`config.mk`:
```
export PLATFORM = sky130hd
export DESIGN_NAME = can_frame_rx_ring_drop_oldest
export DESIGN_NICKNAME = d
export VERILOG_FILES = /design/src/hdl/cfrx_pkg.sv /design/src/hdl/can_frame_rx_ring_drop_oldest.sv /design/src/hdl/cfrx_ram.sv /design/src/hdl/cfrx_ctrl.sv
export SDC_FILE = /design/constraint.sdc
export NUM_CORES = 1
export LEC_CHECK = 0
export BUFFER_PORTS_ARGS = -buffer_cell sky130_fd_sc_hd__buf_2
export CAP_MARGIN = 20
export CORE_ASPECT_RATIO = 0.8
export CORE_MARGIN = 2
export CORE_UTILIZATION = 55
export CTS_CLUSTER_SIZE = 24
export DETAILED_ROUTE_END_ITERATION = 16
export MAX_ROUTING_LAYER = met4
export PLACE_DENSITY = 0.81
export SETUP_SLACK_MARGIN = 0.3
export SLEW_MARGIN = 10
export SYNTH_ARGS = -nofsm -noshare
export SYNTH_HDL_FRONTEND = slang
export SYNTH_HIERARCHICAL = 1
export SYNTH_SLANG_ARGS = --single-unit
```
`constraint.sdc`:
```
create_clock -name clk_i -period 25.8 [get_ports clk_i]
set_clock_uncertainty 0.2 [all_clocks]
set_input_delay 5.16 -clock clk_i [delete_from_list [all_inputs] [get_ports clk_i]]
set_output_delay 5.16 -clock clk_i [all_outputs]
set_load 0.005 [all_outputs]
```
`src/hdl/cfrx_pkg.sv`:
```
package cfrx_pkg;

  // Ring geometry
  localparam int unsigned DEPTH  = 16;
  localparam int unsigned ADDR_W = (DEPTH > 1) ? $clog2(DEPTH) : 1;
  localparam int unsigned CNT_W  = $clog2(DEPTH + 1);

  // Frame field widths
  localparam int unsigned ID_W    = 11;
  localparam int unsigned LEN_W   = 4;
  localparam int unsigned DATA_W  = 64;
  localparam int unsigned ENTRY_W = ID_W + LEN_W;
  localparam int unsigned FILL_W  = 5;
  localparam int unsigned DROP_W  = 16;
  localparam int unsigned BYTES   = DATA_W / 8;

  localparam logic [LEN_W-1:0]  MAX_LEN  = LEN_W'(BYTES);
  localparam logic [DROP_W-1:0] DROP_MAX = '1;

  typedef enum logic {
    ACT_PUSH = 1'b0,
    ACT_POP  = 1'b1
  } action_e;

  // Accepted transaction, decoded
  typedef struct packed {
    logic push;
    logic pop;
  } cmd_t;

  // Memory access issued by the pointer control
  typedef struct packed {
    logic              we;
    logic [ADDR_W-1:0] waddr;
    logic              re;
    logic [ADDR_W-1:0] raddr;
  } mem_req_t;

  // Occupancy and drop statistics
  typedef struct packed {
    logic [CNT_W-1:0]  held;
    logic [DROP_W-1:0] drops;
  } stat_t;

  // Lengths above eight bytes clamp to eight
  function automatic logic [LEN_W-1:0] sat_len(input logic [LEN_W-1:0] len);
    sat_len = (len > MAX_LEN) ? MAX_LEN : len;
  endfunction

  // Keep bytes below the length, zero the rest
  function automatic logic [DATA_W-1:0] byte_mask(input logic [LEN_W-1:0] len);
    logic [DATA_W-1:0] m;
    m = '0;
    for (int i = 0; i < BYTES; i++) begin
      if (LEN_W'(i) < len) begin
        m[i*8 +: 8] = 8'hFF;
      end
    end
    byte_mask = m;
  endfunction

endpackage

```
`src/hdl/can_frame_rx_ring_drop_oldest.sv`:
```
// Receive queue for standard CAN frames, sixteen entries deep. A push stores
// identifier, length (clamped to eight) and data; on a full ring the oldest
// frame is overwritten and the saturating overflow count goes up. A pop
// returns the oldest frame with pop_valid set, data bytes past the length
// zeroed, or pop_valid clear when empty. Every transaction gives one result
// that also carries fill level and overflow count after it. The frame memory
// has a registered read and the result is registered behind it. Input stall
// stays high while a read is in flight or a result waits under out_stall_i, so
// no new transaction is taken before the last one has been read. No clearing
// pass runs after reset; the block accepts input right away.
module can_frame_rx_ring_drop_oldest import cfrx_pkg::*; (
  input  logic              clk_i,
  input  logic              rst_ni,
  input  logic              in_valid_i,
  output logic              in_stall_o,
  input  logic              action_i,
  input  logic [ID_W-1:0]   frame_id_i,
  input  logic [LEN_W-1:0]  frame_len_i,
  input  logic [DATA_W-1:0] frame_data_i,
  output logic              out_valid_o,
  input  logic              out_stall_i,
  output logic              pop_valid_o,
  output logic [ID_W-1:0]   out_id_o,
  output logic [LEN_W-1:0]  out_len_o,
  output logic [DATA_W-1:0] out_data_o,
  output logic [FILL_W-1:0] fill_level_o,
  output logic [DROP_W-1:0] overflow_total_o
);

  logic               accept;
  cmd_t               cmd;
  mem_req_t           mem_req;
  stat_t              stat;
  logic [ENTRY_W-1:0] entry_rd;
  logic [DATA_W-1:0]  data_rd;
  logic [LEN_W-1:0]   entry_len;

  logic               pend_q, pend_d;
  logic               hit_q, hit_d;
  logic               out_valid_q, out_valid_d;
  logic               pop_valid_q;
  logic [ID_W-1:0]    out_id_q;
  logic [LEN_W-1:0]   out_len_q;
  logic [DATA_W-1:0]  out_data_q;
  logic [FILL_W-1:0]  fill_q;
  logic [DROP_W-1:0]  drops_q;

  // Input handshake: hold off while a read is in flight or the result waits
  assign in_stall_o = pend_q || (out_valid_q && out_stall_i);
  assign accept     = in_valid_i && !in_stall_o;

  assign cmd.push = accept && (action_i == ACT_PUSH);
  assign cmd.pop  = accept && (action_i == ACT_POP);

  cfrx_ctrl u_ctrl (
    .clk_i     (clk_i),
    .rst_ni    (rst_ni),
    .cmd_i     (cmd),
    .mem_req_o (mem_req),
    .stat_o    (stat)
  );

  // Identifier and length store
  cfrx_ram #(
    .WIDTH (ENTRY_W),
    .DEPTH (DEPTH)
  ) u_id_len_ram (
    .clk_i   (clk_i),
    .we_i    (mem_req.we),
    .waddr_i (mem_req.waddr),
    .wdata_i ({sat_len(frame_len_i), frame_id_i}),
    .re_i    (mem_req.re),
    .raddr_i (mem_req.raddr),
    .rdata_o (entry_rd)
  );

  // Data byte store
  cfrx_ram #(
    .WIDTH (DATA_W),
    .DEPTH (DEPTH)
  ) u_data_ram (
    .clk_i   (clk_i),
    .we_i    (mem_req.we),
    .waddr_i (mem_req.waddr),
    .wdata_i (frame_data_i),
    .re_i    (mem_req.re),
    .raddr_i (mem_req.raddr),
    .rdata_o (data_rd)
  );

  assign entry_len = entry_rd[ENTRY_W-1:ID_W];

  // Sequencing: result is built the cycle after acceptance
  always_comb begin
    pend_d      = accept;
    hit_d       = mem_req.re;
    out_valid_d = pend_q || (out_valid_q && out_stall_i);
  end

  always_ff @(posedge clk_i or negedge rst_ni) begin
    if (!rst_ni) begin
      pend_q      <= 1'b0;
      hit_q       <= 1'b0;
      out_valid_q <= 1'b0;
    end else begin
      pend_q      <= pend_d;
      hit_q       <= hit_d;
      out_valid_q <= out_valid_d;
    end
  end

  // Result register
  always_ff @(posedge clk_i) begin
    if (pend_q) begin
      pop_valid_q <= hit_q;
      out_id_q    <= hit_q ? entry_rd[ID_W-1:0] : '0;
      out_len_q   <= hit_q ? entry_len : '0;
      out_data_q  <= hit_q ? (data_rd & byte_mask(entry_len)) : '0;
      fill_q      <= FILL_W'(stat.held);
      drops_q     <= stat.drops;
    end
  end

  assign out_valid_o      = out_valid_q;
  assign pop_valid_o      = pop_valid_q;
  assign out_id_o         = out_id_q;
  assign out_len_o        = out_len_q;
  assign out_data_o       = out_data_q;
  assign fill_level_o     = fill_q;
  assign overflow_total_o = drops_q;

  // A read is never in flight while a new transaction is taken
  a_one_in_flight: assert property (@(posedge clk_i) disable iff (!rst_ni)
    accept |=> in_stall_o)
    else $error("transaction accepted while previous one in flight");

  // Occupancy never exceeds ring depth
  a_held_bound: assert property (@(posedge clk_i) disable iff (!rst_ni)
    stat.held <= CNT_W'(DEPTH))
    else $error("held count above depth");

  // A pop on an empty ring returns no frame
  a_empty_pop: assert property (@(posedge clk_i) disable iff (!rst_ni)
    cmd.pop && (stat.held == '0) |=> ##1 (out_valid_o && !pop_valid_o))
    else $error("pop on empty ring returned a frame");

  // Returned frames never exceed eight bytes
  a_len_bound: assert property (@(posedge clk_i) disable iff (!rst_ni)
    out_valid_o && pop_valid_o |-> out_len_o <= MAX_LEN)
    else $error("popped length above eight");

endmodule

```
`src/hdl/cfrx_ram.sv`:
```
module cfrx_ram #(
  parameter int unsigned WIDTH = 8,
  parameter int unsigned DEPTH = 16
) (
  input  logic                                       clk_i,
  input  logic                                       we_i,
  input  logic [((DEPTH > 1) ? $clog2(DEPTH) : 1)-1:0] waddr_i,
  input  logic [WIDTH-1:0]                           wdata_i,
  input  logic                                       re_i,
  input  logic [((DEPTH > 1) ? $clog2(DEPTH) : 1)-1:0] raddr_i,
  output logic [WIDTH-1:0]                           rdata_o
);

  logic [WIDTH-1:0] mem [DEPTH];
  logic [WIDTH-1:0] rdata_q;

  // Write port
  always_ff @(posedge clk_i) begin
    if (we_i) begin
      mem[waddr_i] <= wdata_i;
    end
  end

  // Registered read port
  always_ff @(posedge clk_i) begin
    if (re_i) begin
      rdata_q <= mem[raddr_i];
    end
  end

  assign rdata_o = rdata_q;

endmodule

```
`src/hdl/cfrx_ctrl.sv`:
```
module cfrx_ctrl import cfrx_pkg::*; (
  input  logic     clk_i,
  input  logic     rst_ni,
  input  cmd_t     cmd_i,
  output mem_req_t mem_req_o,
  output stat_t    stat_o
);

  logic [ADDR_W-1:0] wr_ptr_q, wr_ptr_d;
  logic [ADDR_W-1:0] rd_ptr_q, rd_ptr_d;
  logic [CNT_W-1:0]  held_q, held_d;
  logic [DROP_W-1:0] drops_q, drops_d;
  logic              full;
  logic              not_empty;

  function automatic logic [ADDR_W-1:0] next_ptr(input logic [ADDR_W-1:0] p);
    next_ptr = (p == ADDR_W'(DEPTH - 1)) ? '0 : p + 1'b1;
  endfunction

  assign full      = (held_q == CNT_W'(DEPTH));
  assign not_empty = (held_q != '0);

  // Pointer and counter update for one transaction
  always_comb begin
    wr_ptr_d = wr_ptr_q;
    rd_ptr_d = rd_ptr_q;
    held_d   = held_q;
    drops_d  = drops_q;
    if (cmd_i.push) begin
      wr_ptr_d = next_ptr(wr_ptr_q);
      if (full) begin
        // ring full: oldest frame is overwritten
        rd_ptr_d = next_ptr(rd_ptr_q);
        if (drops_q != DROP_MAX) begin
          drops_d = drops_q + 1'b1;
        end
      end else begin
        held_d = held_q + 1'b1;
      end
    end else if (cmd_i.pop && not_empty) begin
      rd_ptr_d = next_ptr(rd_ptr_q);
      held_d   = held_q - 1'b1;
    end
  end

  always_ff @(posedge clk_i or negedge rst_ni) begin
    if (!rst_ni) begin
      wr_ptr_q <= '0;
      rd_ptr_q <= '0;
      held_q   <= '0;
      drops_q  <= '0;
    end else begin
      wr_ptr_q <= wr_ptr_d;
      rd_ptr_q <= rd_ptr_d;
      held_q   <= held_d;
      drops_q  <= drops_d;
    end
  end

  // Memory access for this transaction
  assign mem_req_o.we    = cmd_i.push;
  assign mem_req_o.waddr = wr_ptr_q;
  assign mem_req_o.re    = cmd_i.pop && not_empty;
  assign mem_req_o.raddr = rd_ptr_q;

  assign stat_o.held  = held_q;
  assign stat_o.drops = drops_q;

endmodule

```
==> results.sh <==
export IMPL_synth_cell_types=54
export IMPL_reg2reg_to="u_data_ram/rdata_o[34]$_DFFE_PP_"
export IMPL_async_flop_share=0.02168
export IMPL_cts_setup_buffers=0
export IMPL_syn_area_per_cell_sq_um=23.02
export IMPL_crit_buf_inv=2
export IMPL_power_leakage_nw=20.29
export IMPL_final_common_cell="edfxtp_1"
export IMPL_cp_max_fo=4
export IMPL_max_cap_violations=0
export IMPL_finalSetupViolCount=0
export IMPL_dp_hpwl_um=64250
export IMPL_min_from="u_ctrl/drops_q[12]$_DFFE_PN0P_"
export IMPL_cts_hold_buf=0
export IMPL_whs_path_depth=0
export IMPL_critPathMaxStageDelay_ps=180
export IMPL_drive_above_1_share=0.2891
export IMPL_cts_root_buf="clkbuf_16"
export IMPL_synth_cells=2395
export IMPL_critical_path_top_delay_family="buffers and inverters"
export IMPL_grt_start_max_net_pins=79
export IMPL_fmax_mhz=91.18
export IMPL_ys_ff_latch=1476
export IMPL_worstReg2RegStart="u_ctrl/rd_ptr_q[1]$_DFFE_PN0P_"
export IMPL_syn_nets=2486
export IMPL_cp_end_kind="output port"
export IMPL_ios=187
export IMPL_rrSetupSlack_ps=20260
export IMPL_crit_path_top_delay_cell="a21o_1"
export IMPL_crit_required_ps=20440
export IMPL_rsz0062_at_grt="no"
export IMPL_synth_top_area_cell="edfxtp_1"
export IMPL_numCtsBuffers=137
export IMPL_track_usage=0.2583
export IMPL_synth_top_area_frac=0.7863
export IMPL_setup_tns_ps=0
export IMPL_synth_seq_area_share=0.8009
export IMPL_period_needed_ps=10970
export IMPL_period_share=0.4251
export IMPL_vias=26755
export IMPL_cts_buffer_depth=3
export IMPL_vias_per_cell=6.514
export IMPL_crit_chain="buf_2 > a21o_1 > buf_2"
export IMPL_crit_type="primary input to output port"
export IMPL_io_buffers=186
export IMPL_slew_viol_final=0
export IMPL_coreArea_sq_um=98970
export IMPL_wl_per_cell_um=30.88
export IMPL_grt_overflow_total=0
export IMPL_n_fill_cell=6212
export IMPL_start_util=0.5572
export IMPL_die_y_um=287.2
export IMPL_ir_worst_vdd_mv=0.06852
export IMPL_cts_tree="yes"
export IMPL_die_area_sq_um=102800
export IMPL_syn_to_final_growth_pct=13.23
export IMPL_outcome="completed"
export IMPL_yosys_warnings=6
export IMPL_netlist_area_sq_um=55140
export IMPL_clk_pin_slew_ps=60
export IMPL_relSlewSlack=0.2599
export IMPL_nets=2765
export IMPL_hold_class="flop to flop"
export IMPL_synth_edf_count=1444
export IMPL_final_cell_mix="1444 x edfxtp_1, 301 x mux4_2, 186 x buf_2, 158 x a22oi_1, 142 x clkbuf_16"
export IMPL_ctsHtreeMaxLevel=4
export IMPL_num_rows=103
export IMPL_wirelength_um=126800
export IMPL_synthFlopType="edfxtp_1"
export IMPL_ant_nets=0
export IMPL_clock_latency_ps=730
export IMPL_worst_slew_pin_slew_ps=1110
export IMPL_die_x_um=358.0
export IMPL_timing_hold_ws_ps=294.7
export IMPL_cellPowerDensity_nw_per_um2=100.1
export IMPL_finalHoldViolCount=0
export IMPL_drt_pass1_iter_count=5
export IMPL_synth_area_top_cells="edfxtp_1 79%, mux4_2 12%, a22oi_1 2.2%"
export IMPL_drc=0
export IMPL_gp_congestion=0.8010
export IMPL_grt_pass1_wl_um=184800
export IMPL_cp_start_kind="primary input"
export IMPL_power_mw=6.252
export IMPL_drtIter0Drc=3090
export IMPL_worstPathArrival_ps=5610
export IMPL_reg2regPathDepth=7
export IMPL_grt_pass1_vias=27668
export IMPL_clock_sinks=1476
export IMPL_antenna_found_initial=16
export IMPL_ctsResizeCount=0
export IMPL_cp_common_cell="buf_2"
export IMPL_hold_end="overflow_total_o[12]$_DFFE_PP_"
## cell usage after synthesis (all sizes together) (2+ instances only)
cell type / instances
o21a: 3
clkbuf: 51
nor3: 12
nand4: 6
a31oi: 2
nor2b: 8
a21o: 4
buf: 62
or4: 2
nor2: 32
and2: 40
nand3: 8
inv: 6
a22oi: 158
mux4: 317
or3b: 2
dfrtp: 32
nand3b: 4
nand2b: 6
edfxtp: 1444
xor2: 8
o21ai: 3
nand2: 92
ha: 6
a31o: 2
a211oi: 3
a21boi: 8
and3: 17
xnor2: 7
mux2: 10
nor4: 6
a21oi: 5
and3b: 16
o211ai: 2
## per-layer routing
| metal | routed length [um] | track usage | part of all wire |
|---|---|---|---|
| met1 | 46840 | 0.3408 | 0.37 |
| met2 | 62600 | 0.3950 | 0.49 |
| met3 | 13510 | 0.06724 | 0.11 |
| met4 | 3877 | 0.09048 | 0.031 |
| met5 | 0 | - | 0 |
## state kept, by name (all words and copies together), names as in the netlist
| register | cells |
|---|---|
| u_id_len_ram/mem | 240 |
| u_data_ram/rdata_o | 64 |
| u_ctrl/drops_q | 16 |
| out_data_o | 64 |
| u_ctrl/held_q | 5 |
| u_ctrl/rd_ptr_q | 4 |
| u_data_ram/mem | 1024 |
| pop_valid_o | 1 |
| pend_q | 1 |
| out_valid_o | 1 |
| u_id_len_ram/rdata_o | 15 |
| out_id_o | 11 |
| u_ctrl/wr_ptr_q | 4 |
| overflow_total_o | 16 |
| out_len_o | 4 |
| hit_q | 1 |
| fill_level_o | 5 |
## cell type report
cell class,instances,area (sq um),share of cell area
diodes,14,35.03,0.0005611
clock buffers,165,3660,0.05861
clock inverters,81,872.1,0.01397
inverters,6,22.52,0.0003607
multi-input cells,800,10520,0.1685
flip-flops and latches,1476,44170,0.7075
well taps,1312,1642,0.02629
repair buffers,253,1514,0.02425
## worst max-delay path by stage
stage	start	to	slack, ps	cells after the start
2_1_floorplan	in_valid_i	u_data_ram/mem[0][0]$_DFFE_PP_	14420	5
3_3_place_gp	out_stall_i	in_stall_o	14860	3
3_5_place_dp	out_stall_i	in_stall_o	14860	3
4_1_cts	out_stall_i	in_stall_o	14840	3
5_1_grt	out_stall_i	in_stall_o	14830	3
6_report	out_stall_i	in_stall_o	14830	3
## stage by stage
stage	worst slack [ps]	util	area, sq um	instances
floorplan	14420	-	55140	2395
global placement	14860	0.5833	57730	3839
detailed placement	14860	0.5835	57750	3841
CTS	14840	0.6293	62280	4087
global route	14830	0.6308	62430	4106
finish	14830	0.6308	62440	4107
## cells by family (layout without fill, tap and decap cells)
family | count (synthesis) | count (layout) | share of synthesized area
other | 0 | 14 | 0
flip-flops | 1476 | 1476 | 0.8009
buffers and inverters | 119 | 505 | 0.01148
multiplexers | 328 | 328 | 0.1328
AND/OR/NAND/NOR | 253 | 253 | 0.02398
adder cells (fa/ha/maj) | 7 | 7 | 0.001724
AO/OA/AOI/OAI | 197 | 197 | 0.02680
XOR/XNOR | 15 | 15 | 0.002382
## power by group
part | leakage (nW) | total [mW] | internal (mW) | switching (mW)
Combinational | 4.60 | 1.32 | 0.605 | 0.714
Clock | 2.20 | 2.05 | 1.18 | 0.869
Sequential | 13.5 | 2.89 | 2.78 | 0.108
Total | 20.3 | 6.25 | 4.56 | 1.69
No activity file was read; power rests on OpenSTA's default activity.
